## config.mk

```make
export PLATFORM = sky130hd
export DESIGN_NAME = projected_point_pick
export DESIGN_NICKNAME = d
export VERILOG_FILES = /design/src/rtl/core/ppp_pkg.sv /design/src/rtl/core/ppp_ctrl.sv /design/src/rtl/core/ppp_div.sv /design/src/rtl/core/ppp_datapath.sv /design/src/rtl/core/projected_point_pick.sv
export SDC_FILE = /design/constraint.sdc
export NUM_CORES = 2
export LEC_CHECK = 0
export CORE_MARGIN = 5
export CORE_UTILIZATION = 36
export DETAILED_ROUTE_END_ITERATION = 10
export DONT_BUFFER_PORTS = 1
export SYNTH_ARGS = -nofsm -noshare
export SYNTH_HDL_FRONTEND = slang
export SYNTH_SLANG_ARGS = --single-unit
```

## constraint.sdc

```tcl
create_clock -name clk_i -period 11.2 [get_ports clk_i]
set_input_delay 0.56 -clock clk_i [delete_from_list [all_inputs] [get_ports clk_i]]
set_output_delay 0.56 -clock clk_i [all_outputs]
set_load 0.02 [all_outputs]
```

## src/rtl/core/ppp_pkg.sv

```systemverilog
// Package for projected point pick: shared types, constants, and controller command/status.
package ppp_pkg;

  localparam int unsigned MaxPointsDefault  = 65536;
  localparam int unsigned MatrixFracDefault = 12;
  localparam int unsigned CoordW  = 32;
  localparam int unsigned CfgW    = 64;
  localparam int unsigned CfgIdxW = 3;
  localparam int unsigned IdxW    = 17;
  localparam int unsigned DivW    = 50;
  localparam int unsigned QW      = 16;
  localparam logic signed [15:0] OneQ14 = 16'sd16384;

  localparam logic [CfgIdxW-1:0] RegRow0   = 3'd0;
  localparam logic [CfgIdxW-1:0] RegRow1   = 3'd1;
  localparam logic [CfgIdxW-1:0] RegRow2   = 3'd2;
  localparam logic [CfgIdxW-1:0] RegRow3   = 3'd3;
  localparam logic [CfgIdxW-1:0] RegWindow = 3'd4;

  typedef enum logic [2:0] {
    StIdle,
    StMul,
    StSum,
    StDiv,
    StDecide,
    StOut
  } state_e;

  typedef struct packed {
    logic load;
    logic mul_step;
    logic sum;
    logic div_start;
    logic decide;
    logic clear;
  } cmd_t;

  typedef struct packed {
    logic mul_done;
    logic div_done;
    logic keep;
  } status_t;

endpackage

```

## src/rtl/core/ppp_ctrl.sv

```systemverilog
// Controller for projected point pick: sequences load, multiply, sum, divide, decide, report.
module ppp_ctrl (
  input  logic              clk_i,
  input  logic              rst_ni,
  input  logic              in_valid,
  output logic              in_stall,
  output logic              out_valid,
  input  logic              out_stall,
  input  logic              counted_i,
  input  logic              last_i,
  input  ppp_pkg::status_t  status_i,
  output ppp_pkg::cmd_t     cmd_o
);

  ppp_pkg::state_e state_q, state_d;
  logic last_q, last_d;

  always_ff @(posedge clk_i or negedge rst_ni) begin
    if (!rst_ni) begin
      state_q <= ppp_pkg::StIdle;
      last_q  <= 1'b0;
    end else begin
      state_q <= state_d;
      last_q  <= last_d;
    end
  end

  always_comb begin
    state_d   = state_q;
    last_d    = last_q;
    cmd_o     = '0;
    in_stall  = 1'b1;
    out_valid = 1'b0;
    case (state_q)
      ppp_pkg::StIdle: begin
        in_stall = 1'b0;
        if (in_valid) begin
          cmd_o.load = 1'b1;
          last_d = last_i;
          if (counted_i) state_d = ppp_pkg::StMul;
          else if (last_i) state_d = ppp_pkg::StOut;
        end
      end
      ppp_pkg::StMul: begin
        cmd_o.mul_step = 1'b1;
        if (status_i.mul_done) state_d = ppp_pkg::StSum;
      end
      ppp_pkg::StSum: begin
        cmd_o.sum = 1'b1;
        state_d = ppp_pkg::StDiv;
      end
      ppp_pkg::StDiv: begin
        if (!status_i.keep) begin
          state_d = ppp_pkg::StDecide;
        end else begin
          cmd_o.div_start = 1'b1;
          if (status_i.div_done) state_d = ppp_pkg::StDecide;
        end
      end
      ppp_pkg::StDecide: begin
        cmd_o.decide = 1'b1;
        state_d = last_q ? ppp_pkg::StOut : ppp_pkg::StIdle;
      end
      ppp_pkg::StOut: begin
        out_valid = 1'b1;
        if (!out_stall) begin
          cmd_o.clear = 1'b1;
          state_d = ppp_pkg::StIdle;
        end
      end
      default: state_d = ppp_pkg::StIdle;
    endcase
  end

endmodule

```

## src/rtl/core/ppp_div.sv

```systemverilog
// Restoring serial divider for projected point pick: signed quotient, truncated toward zero.
module ppp_div (
  input  logic                             clk_i,
  input  logic                             rst_ni,
  input  logic                             start_i,
  input  logic signed [ppp_pkg::DivW-1:0]  num_i,
  input  logic        [ppp_pkg::DivW-1:0]  den_i,
  output logic                             done_o,
  output logic signed [ppp_pkg::QW-1:0]    quo_o
);

  localparam int unsigned QBits = 15;
  localparam int unsigned CntW  = 4;

  logic [ppp_pkg::DivW-1:0] den_q, den_d, rem_q, rem_d;
  logic [QBits-1:0] quo_q, quo_d;
  logic [CntW-1:0]  cnt_q, cnt_d;
  logic neg_q, neg_d, busy_q, busy_d, done_q, done_d;
  logic [ppp_pkg::DivW:0] trial;
  logic [ppp_pkg::DivW-1:0] rem_new;
  logic [ppp_pkg::QW-1:0] qext;

  always_ff @(posedge clk_i or negedge rst_ni) begin
    if (!rst_ni) begin
      busy_q <= 1'b0;
      done_q <= 1'b0;
      cnt_q  <= '0;
    end else begin
      busy_q <= busy_d;
      done_q <= done_d;
      cnt_q  <= cnt_d;
    end
  end

  always_ff @(posedge clk_i) begin
    den_q <= den_d;
    rem_q <= rem_d;
    quo_q <= quo_d;
    neg_q <= neg_d;
  end

  // |num| <= den, quotient magnitude <= 2^14, one bit per cycle from 2^14 down
  always_comb begin
    den_d   = den_q;
    rem_d   = rem_q;
    quo_d   = quo_q;
    neg_d   = neg_q;
    busy_d  = busy_q;
    done_d  = 1'b0;
    cnt_d   = cnt_q;
    trial   = {1'b0, rem_q} - {1'b0, den_q};
    rem_new = rem_q;
    if (start_i && !busy_q && !done_q) begin
      neg_d  = num_i[ppp_pkg::DivW-1];
      rem_d  = num_i[ppp_pkg::DivW-1] ? ppp_pkg::DivW'(-num_i) : ppp_pkg::DivW'(num_i);
      den_d  = den_i;
      quo_d  = '0;
      cnt_d  = CntW'(QBits - 1);
      busy_d = 1'b1;
    end else if (busy_q) begin
      if (!trial[ppp_pkg::DivW]) rem_new = trial[ppp_pkg::DivW-1:0];
      rem_d = rem_new << 1;
      quo_d = {quo_q[QBits-2:0], !trial[ppp_pkg::DivW]};
      if (cnt_q == '0) begin
        busy_d = 1'b0;
        done_d = 1'b1;
      end else begin
        cnt_d = cnt_q - 1'b1;
      end
    end
  end

  assign qext   = {1'b0, quo_q};
  assign quo_o  = neg_q ? ppp_pkg::QW'(-qext) : qext;
  assign done_o = done_q;

endmodule

```

## src/rtl/core/ppp_datapath.sv

```systemverilog
// Datapath for projected point pick: config, serial MAC, frustum test, divide, window and best.
module ppp_datapath #(
  parameter int unsigned MAX_POINTS  = ppp_pkg::MaxPointsDefault,
  parameter int unsigned MATRIX_FRAC = ppp_pkg::MatrixFracDefault
) (
  input  logic                                clk_i,
  input  logic                                rst_ni,
  input  logic                                cfg_we_i,
  input  logic [ppp_pkg::CfgIdxW-1:0]         cfg_idx_i,
  input  logic [ppp_pkg::CfgW-1:0]            cfg_data_i,
  input  logic signed [ppp_pkg::CoordW-1:0]   x_i,
  input  logic signed [ppp_pkg::CoordW-1:0]   y_i,
  input  logic signed [ppp_pkg::CoordW-1:0]   z_i,
  input  ppp_pkg::cmd_t                       cmd_i,
  output ppp_pkg::status_t                    status_o,
  output logic                                found_o,
  output logic signed [ppp_pkg::IdxW-1:0]     index_o
);

  localparam int unsigned CntW = $clog2(MAX_POINTS);
  localparam int unsigned AccW = ppp_pkg::DivW;

  logic [ppp_pkg::CfgW-1:0] row_q [4];
  logic [ppp_pkg::CfgW-1:0] win_q;
  logic signed [ppp_pkg::CoordW-1:0] p_q [3];
  logic [4:0] step_q, step_d;
  logic signed [AccW-1:0] acc_q [4];
  logic signed [AccW-1:0] prod_q;
  logic [1:0] prow_q, pcol_q;
  logic pvalid_q;
  logic issue;
  logic signed [15:0] m_e;
  logic signed [ppp_pkg::CoordW-1:0] p_e;
  logic keep_q;
  logic [1:0] axis_q;
  logic signed [15:0] n_q [3];
  logic div_done;
  logic signed [15:0] quo;
  logic [CntW-1:0] cnt_q;
  logic signed [15:0] best_d_q;
  logic [CntW-1:0] best_i_q;
  logic best_v_q;
  logic signed [17:0] lox, hix, loy, hiy;
  logic cand;

  always_ff @(posedge clk_i or negedge rst_ni) begin
    if (!rst_ni) begin
      for (int r = 0; r < 4; r++) begin
        row_q[r] <= ppp_pkg::CfgW'(64'd1 << (MATRIX_FRAC + 16 * r));
      end
      win_q <= '0;
    end else if (cfg_we_i) begin
      case (cfg_idx_i)
        ppp_pkg::RegRow0:   row_q[0] <= cfg_data_i;
        ppp_pkg::RegRow1:   row_q[1] <= cfg_data_i;
        ppp_pkg::RegRow2:   row_q[2] <= cfg_data_i;
        ppp_pkg::RegRow3:   row_q[3] <= cfg_data_i;
        ppp_pkg::RegWindow: win_q    <= cfg_data_i;
        default: ;
      endcase
    end
  end

  // one 16x32 product per cycle, 16 steps, each accumulated in the cycle after its product
  assign m_e = row_q[step_q[3:2]][16*step_q[1:0] +: 16];
  always_comb begin
    case (step_q[1:0])
      2'd0: p_e = p_q[0];
      2'd1: p_e = p_q[1];
      2'd2: p_e = p_q[2];
      default: p_e = 32'sd256;
    endcase
  end

  assign issue = cmd_i.mul_step && !step_q[4];

  always_comb begin
    step_d = step_q;
    if (cmd_i.load) step_d = '0;
    else if (issue) step_d = step_q + 1'b1;
  end

  always_ff @(posedge clk_i or negedge rst_ni) begin
    if (!rst_ni) begin
      step_q   <= '0;
      pvalid_q <= 1'b0;
    end else begin
      step_q   <= step_d;
      pvalid_q <= issue;
    end
  end

  always_ff @(posedge clk_i) begin
    if (cmd_i.load) begin
      p_q[0] <= x_i;
      p_q[1] <= y_i;
      p_q[2] <= z_i;
      for (int r = 0; r < 4; r++) acc_q[r] <= '0;
    end else if (pvalid_q) begin
      acc_q[prow_q] <= acc_q[prow_q] + prod_q;
    end
    prod_q <= AccW'(m_e * p_e);
    prow_q <= step_q[3:2];
    pcol_q <= step_q[1:0];
  end

  assign status_o.mul_done = pvalid_q && prow_q == 2'd3 && pcol_q == 2'd3;

  // frustum test
  always_ff @(posedge clk_i) begin
    if (cmd_i.sum) begin
      keep_q <= acc_q[3] > 0 &&
                -acc_q[3] <= acc_q[0] && acc_q[0] <= acc_q[3] &&
                -acc_q[3] <= acc_q[1] && acc_q[1] <= acc_q[3] &&
                -acc_q[3] <= acc_q[2] && acc_q[2] <= acc_q[3];
    end
  end
  assign status_o.keep = keep_q;

  ppp_div u_div (
    .clk_i   (clk_i),
    .rst_ni  (rst_ni),
    .start_i (cmd_i.div_start && axis_q != 2'd3),
    .num_i   (acc_q[axis_q]),
    .den_i   (acc_q[3]),
    .done_o  (div_done),
    .quo_o   (quo)
  );

  always_ff @(posedge clk_i or negedge rst_ni) begin
    if (!rst_ni) axis_q <= '0;
    else if (cmd_i.sum) axis_q <= '0;
    else if (div_done) axis_q <= axis_q + 1'b1;
  end
  always_ff @(posedge clk_i) begin
    if (div_done) n_q[axis_q] <= quo;
  end
  assign status_o.div_done = div_done && axis_q == 2'd2;

  always_comb begin
    lox = 18'(signed'(win_q[15:0])) - 18'(signed'(win_q[47:32]));
    hix = 18'(signed'(win_q[15:0])) + 18'(signed'(win_q[47:32]));
    loy = 18'(signed'(win_q[31:16])) - 18'(signed'(win_q[63:48]));
    hiy = 18'(signed'(win_q[31:16])) + 18'(signed'(win_q[63:48]));
    cand = keep_q &&
           lox <= 18'(n_q[0]) && 18'(n_q[0]) <= hix &&
           loy <= 18'(n_q[1]) && 18'(n_q[1]) <= hiy &&
           n_q[2] < best_d_q;
  end

  always_ff @(posedge clk_i or negedge rst_ni) begin
    if (!rst_ni) begin
      cnt_q    <= '0;
      best_d_q <= ppp_pkg::OneQ14;
      best_i_q <= '0;
      best_v_q <= 1'b0;
    end else if (cmd_i.clear) begin
      cnt_q    <= '0;
      best_d_q <= ppp_pkg::OneQ14;
      best_i_q <= '0;
      best_v_q <= 1'b0;
    end else if (cmd_i.decide) begin
      if (cand) begin
        best_d_q <= n_q[2];
        best_i_q <= cnt_q;
        best_v_q <= 1'b1;
      end
      if (cnt_q != CntW'(MAX_POINTS - 1)) cnt_q <= cnt_q + 1'b1;
    end
  end

  assign found_o = best_v_q;
  assign index_o = best_v_q ? ppp_pkg::IdxW'(best_i_q) : '1;

endmodule

```

## src/rtl/core/projected_point_pick.sv

```systemverilog
// Top level of projected point pick: ports, controller and datapath.
// A counted point is accepted, then runs through the shared 16x32 multiply-accumulate (16
// products, then a drain of the last product), the frustum test, three divisions by w on
// the serial divider, and the window/depth update; a point outside the frustum skips the
// divisions. An uncounted point is only accepted. A point marked last is then followed by
// presenting found/landmark_index, held while stalled. Configuration may be written
// whenever no point is in flight.
module projected_point_pick #(
  parameter int unsigned MAX_POINTS  = ppp_pkg::MaxPointsDefault,
  parameter int unsigned MATRIX_FRAC = ppp_pkg::MatrixFracDefault
) (
  input  logic                              clk_i,
  input  logic                              rst_ni,
  input  logic                              cfg_we_i,
  input  logic [ppp_pkg::CfgIdxW-1:0]       cfg_idx_i,
  input  logic [ppp_pkg::CfgW-1:0]          cfg_data_i,
  input  logic                              in_valid,
  output logic                              in_stall,
  input  logic signed [ppp_pkg::CoordW-1:0] x_coord_i,
  input  logic signed [ppp_pkg::CoordW-1:0] y_coord_i,
  input  logic signed [ppp_pkg::CoordW-1:0] z_coord_i,
  input  logic                              counted_i,
  input  logic                              last_i,
  output logic                              out_valid,
  input  logic                              out_stall,
  output logic                              found_o,
  output logic signed [ppp_pkg::IdxW-1:0]   landmark_index_o
);

  ppp_pkg::cmd_t    cmd;
  ppp_pkg::status_t status;

  ppp_ctrl u_ctrl (
    .clk_i     (clk_i),
    .rst_ni    (rst_ni),
    .in_valid  (in_valid),
    .in_stall  (in_stall),
    .out_valid (out_valid),
    .out_stall (out_stall),
    .counted_i (counted_i),
    .last_i    (last_i),
    .status_i  (status),
    .cmd_o     (cmd)
  );

  ppp_datapath #(
    .MAX_POINTS  (MAX_POINTS),
    .MATRIX_FRAC (MATRIX_FRAC)
  ) u_dp (
    .clk_i      (clk_i),
    .rst_ni     (rst_ni),
    .cfg_we_i   (cfg_we_i),
    .cfg_idx_i  (cfg_idx_i),
    .cfg_data_i (cfg_data_i),
    .x_i        (x_coord_i),
    .y_i        (y_coord_i),
    .z_i        (z_coord_i),
    .cmd_i      (cmd),
    .status_o   (status),
    .found_o    (found_o),
    .index_o    (landmark_index_o)
  );

endmodule

```

== After elaboration in Yosys (flattened, before gate mapping) ==
Memories as Yosys holds them, arrays and structs flattened. A register that Yosys moved wholly into a read port is not among the register bits.
Cells that the tools add are included.
Cells by class
  bitwise gates (word level): 1
  eq/ne operators: 22
  shift-type cells: 1
  order comparisons: 13
  multiplexer cells: 65
  add/sub/neg operators: 13
  multipliers: 1
  reductions and logical operators: 43
Operator list (count)
  $le 50x50->1: 6
  $mux 50: 4
  $mux 16: 10
  $bmux 64 s2: 1
  $mux 64: 2
  $neg 50->50: 2
  $pmux 32 s3: 1
  $shiftx 64x7->16: 1
  $sub 50x50->51: 1
  $add 50x50->50: 1
  $gt 50x1->1 const B: 1
  $reduce_or 50->1: 1
  $mux 49: 1
  $mul 16x32->48: 1
  $add 16x16->17: 2
  $le 16x17->1: 2
  $le 17x16->1: 2
  $sub 16x16->17: 2
  $mux 1: 28
  $mux 3: 8
  $logic_and 1x1->1: 18
  $pmux 3 s6: 1
  $reduce_and 2->1: 9
  $mux 17: 1
  25 further kinds: 53
Storage, ports and cells
  output and inout bits: 20
  input bits: 170
  RAM bits: 344
  register bits: 558
  memories kept: 3
Memories
  u_dp.acc_q: words 4, bits a word 50, read ports 6, clocked after Yosys merged registers in 1, wr ports 4, line ppp_datapath.sv:27  | logic signed [AccW-1:0] acc_q [4];
  u_dp.p_q: words 3, bits a word 32, read ports 3, clocked after Yosys merged registers in 0, wr ports 3, line ppp_datapath.sv:25  | logic signed [ppp_pkg::CoordW-1:0] p_q [3];
  u_dp.n_q: words 3, bits a word 16, read ports 3, clocked after Yosys merged registers in 0, wr ports 1, line ppp_datapath.sv:36  | logic signed [15:0] n_q [3];

== Logic depth before layout (Yosys ltp) ==
  depth in word-level cells: 10
  mapped depth: 32

== By module ==
Synthesis repeated with hierarchy kept, for this count alone.
Unflattened totals
  cells, all modules: 7274
  area, all modules: 74194.9 um^2
By module, submodules not included
  ppp_datapath: times used 1, area an instance 64912.3 um^2, cells an instance 6217
  ppp_div: times used 1, area an instance 8926.1 um^2, cells an instance 1015
  ppp_ctrl: times used 1, area an instance 356.6 um^2, cells an instance 42

== Worst setup path after synthesis ==
No wires, ideal clock.
  path kind: flip-flop to flip-flop
  start: register u_dp.step_q[2]
  end: register u_dp.prod_q[46]
  setup time: 0.118 ns
  setup slack: 2.301 ns
  arrival time: 8.781 ns
  period minus slack after synthesis: 8.899 ns
  cell stages (with the launch flop): 31
  cell sequence: dfrtp_1 > clkbuf_1 > clkbuf_1 > clkbuf_1 > mux4_2 > nor2_1 > nor2_1 > o21ai_1 > clkbuf_1 > nor2_1 > fa_1 > inv_1 > fa_1 > fa_1 > inv_1 > fa_1 > fa_1 > inv_1 > fa_1 > inv_1 > ha_1 > nand3_1 > o221ai_1 > o21ai_0 > a311oi_1 > a21boi_0 > o31ai_1 > o211ai_1 > or2_2 > a221o_1 > xnor2_1
On the way
  word-level cells in the longest chain between the ends: 6
Ends and longest elaborated chain
  from (decl): line ppp_datapath.sv:26  | logic [4:0] step_q, step_d;
  from (signal assigned): line ppp_datapath.sv:88  | step_q <= step_d;
  $not 2->3 (not written as such): line ppp_datapath.sv:65  | assign m_e = row_q[step_q[3:2]][16*step_q[1:0] +: 16];
  $bmux 64 s2: line ppp_datapath.sv:65
  $mux 64 (not written as such) (2 in a row): line ppp_datapath.sv:65
  $shiftx 64x7->16: line ppp_datapath.sv:65
  $mul 16x32->48: line ppp_datapath.sv:102  | prod_q <= AccW'(m_e * p_e);
  to (signal assigned): line ppp_datapath.sv:102
  to (decl): line ppp_datapath.sv:28  | logic signed [AccW-1:0] prod_q;
No other way between the ends. The select of a mux whose other input is x is not followed.
A chain may end at the register's enable or synchronous reset.

== Worst setup path in the final report ==
Same ends and word-level chain as after synthesis.

==> impl_metrics.ini <==
[run_status]
outcome = finished clean

[route]
wl_per_cell_microns = 21.0
drt-initial-drc-count = 4432
ant_nets = 0
vias = 54300
wl_microns = 213000
firstDrtPassIters = 6
vias_per_cell = 5.37
drc_errors = 0

[critical_path]
crit_path_start_kind = register
arrival_ns = 10.29
critPathMaxFanout = 37
critPathRequiredTime_ns = 11.79
crit_start = u_dp.step_q[2]
crit_buf_inv = 4
critPathMaxStageDelay_ns = 0.94
r2r-start = u_dp.step_q[2]
criticalPathCategory = reg2reg
endpoint_kind = register
crit_top_cell = fa_1
crit_family = adder cells
r2r_slack_ns = 1.50
crit_slowest_cell = dfrtp_4

[synthesis]
yosys.area_share.simple_pct = 11.9
yosys_warnings = 0
ys.flop_type = edfxtp_1
synth_cells = 7259
async_reset_ff_share_pct = 43.0
synth-xor-area-share_pct = 3.49
yosysUniqueCellTypes = 85
synth_edf_count = 446
netlist_area_sq_um = 74200
yosys.area_share.adder_pct = 24.6
ys_ff_latch = 900
synth_top_area_share_pct = 18.0
syn_nets = 8594
synth_compound_area_share_pct = 10.1
syn_avg_cell_area_sq_um = 10.2
synth-seq-area-share_pct = 32.9
synthTopCellsByArea = edfxtp_1 18%, fa_1 13%, dfrtp_1 13%
synth_top_family_by_area = adder cells
yosysTopAreaCell = edfxtp_1
synth_mux_area_share_pct = 10.3

[global_routing]
grt_usage_pct = 19.5
grt_pass1_wl_microns = 332000
antenna_found_initial = 16
grt_max_degree = 388
overflow = 0
grt_pass1_vias = 56100

[cells_and_area]
fillCellCount = 19700
fin_nets = 8659
final-seq-area_sq_um = 24400
finish.instance_area_sq_um = 82600
synthToLayoutAreaGrowth_pct = 11.3
drive_above_1_share_pct = 11.3
post-route-util_pct = 40.3
multi_input_area_sq_um = 45000

[placement]
dp_hpwl_microns = 161000
globalplace.congestion = 0.961
io_buffers = 0
place_area_sq_um = 77200

[die]
die_x_microns = 464
die_area_sq_um = 215000
core_area_sq_um = 205000
num_rows = 166
io_pins = 190
initial_core_util_pct = 36.2
die_y_microns = 464

[clocking]
clkTransAtPathRegs_ns = 0.06
cts_root_buf = clkbuf_16
cts_buffers = 98
clockBufferDepth = 3
insertion_delay_ns = 0.76
postCtsSetupBuffers = 0
cts.sinks = 900
cts_tree = yes
htree_levels = 3

[timing]
maxSlewViolCount = 0
finalCritPeriodShare_pct = 86.6
fin_hold_ws_ns = 0.0947
worstMarginPinSlew_ns = 1.39
hold_viol_final = 0
setup_viol = 0
slew_headroom_pct = 6.70
clock_skew_ns = 0.0701
min_period_ns = 9.70
grt_setup_unrepaired = no
max_freq_mhz = 103
fin_tns_setup_ns = 0

[min_path]
hold_start = cfg_data_i[38]
min-delay-path-class = in2reg

[job]
drv_cap = 0
[state kept, by name, indices dropped and copies added, names as in the netlist, 48 cells and up]
register	flops
u_dp.u_div.den_q	50
u_dp.row_q	256
u_dp.prod_q	48
u_dp.acc_q	200
u_dp.u_div.rem_q	50
u_dp.p_q	96
u_dp.n_q	48
u_dp.win_q	64
[through the flow]
stage	cells	setup slack (ns)
floorplan	7259	2.30
global placement	9746	1.60
detailed placement	9746	1.53
CTS	10100	1.44
global route	10100	0.847
finish	10100	1.50
[cell families (layout without fill, tap and decap cells)]
group	Yosys count	after routing
simple gates	1952	1952
buf+inv	1293	1443
fa+ha+maj	1165	1165
compound gates	1141	1141
flops	900	900
mux	512	512
xor+xnor	296	296
other cells	0	10
[path summary, 6_finish.rpt]
kind | end | cells past startpoint
hold reg to reg | u_dp.u_div.quo_q[4] | 2
setup reg to reg | u_dp.prod_q[46] | 25
setup / recovery | u_dp.prod_q[46] | 25
hold / removal | u_dp.win_q[38] | 2
max in group asynchronous | u_dp.axis_q[0] | 4
min in group asynchronous | u_dp.row_q[63] | 2
[cells in the mapped netlist (all sizes together) (16+ instances only)]
library cell / number
inv: 1018
and3: 52
nor2: 609
nand2: 669
nor3: 94
o21bai: 21
edfxtp: 446
mux2: 322
dfrtp: 382
o21ai: 235
o31ai: 27
a21o: 241
clkbuf: 229
dfxtp: 67
or2: 16
nand4: 112
nor2b: 63
nor4: 31
a31o: 28
o211ai: 29
mux4: 172
mux2i: 18
fa: 492
buf: 44
ha: 673
a21oi: 271
or3: 30
o21a: 40
nand3: 114
a211oi: 37
xor2: 86
and2: 54
o221ai: 28
nand2b: 55
xnor2: 210
a31oi: 51
[cells in the final DEF, fill, tap and decap left out, types with 29 or more instances in the layout]
cell	synthesis	layout
a211oi_1	37	37
a21o_1	241	241
a21oi_1	271	271
a31oi_1	51	51
and2_1	54	54
and3_1	52	52
buf_4	0	71
clkbuf_16	0	98
dfrtp_1	382	378
dfxtp_1	67	65
dlygate4sd3_1	0	163
edfxtp_1	446	446
fa_1	492	492
ha_1	673	672
inv_1	1017	1015
mux2_2	322	322
mux4_2	172	172
nand2_1	669	664
nand2b_1	55	54
nand3_1	114	113
nand4_1	112	112
nor2_1	608	606
nor2b_1	63	63
nor3_1	93	92
nor4_1	31	30
o211ai_1	29	29
o21a_1	40	40
o21ai_0	226	224
xnor2_1	210	210
xor2_1	86	86
[final cells by class]
| type | count | area share, % |
|---|---|---|
| Antenna cell | 10 | 0.0303 |
| Clock buffer | 114 | 3.09 |
| Clock inverter | 71 | 1.26 |
| Sequential cell | 900 | 29.6 |
| Multi-Input combinational cell | 5066 | 54.6 |
| Tap cell | 2688 | 4.07 |
| Inverter | 1020 | 4.64 |
| Timing Repair Buffer | 238 | 2.75 |
[repair_timing]
action | CTS | global route
hold buffers | 163 | 1
setup endpoints to repair | 0 | 0
gates resized for setup | 0 | 0
endpoints found under the hold margin | 796 | 85
[per-layer routing]
| metal | vias up | share of wire (%) | GRT usage [%] |
|---|---|---|---|
| met2 | 1795 | 44 | 30.5 |
| met3 | 312 | 7.5 | 3.89 |
| met1 | 27100 | 46 | 27.7 |
| li1 | 25100 | - | - |
| met5 | - | 0.023 | 0 |
| met4 | 8 | 2.8 | 5.31 |
Power is not shown: default switching activity piles up to over one toggle a cycle in this logic, so the estimate is an artifact.
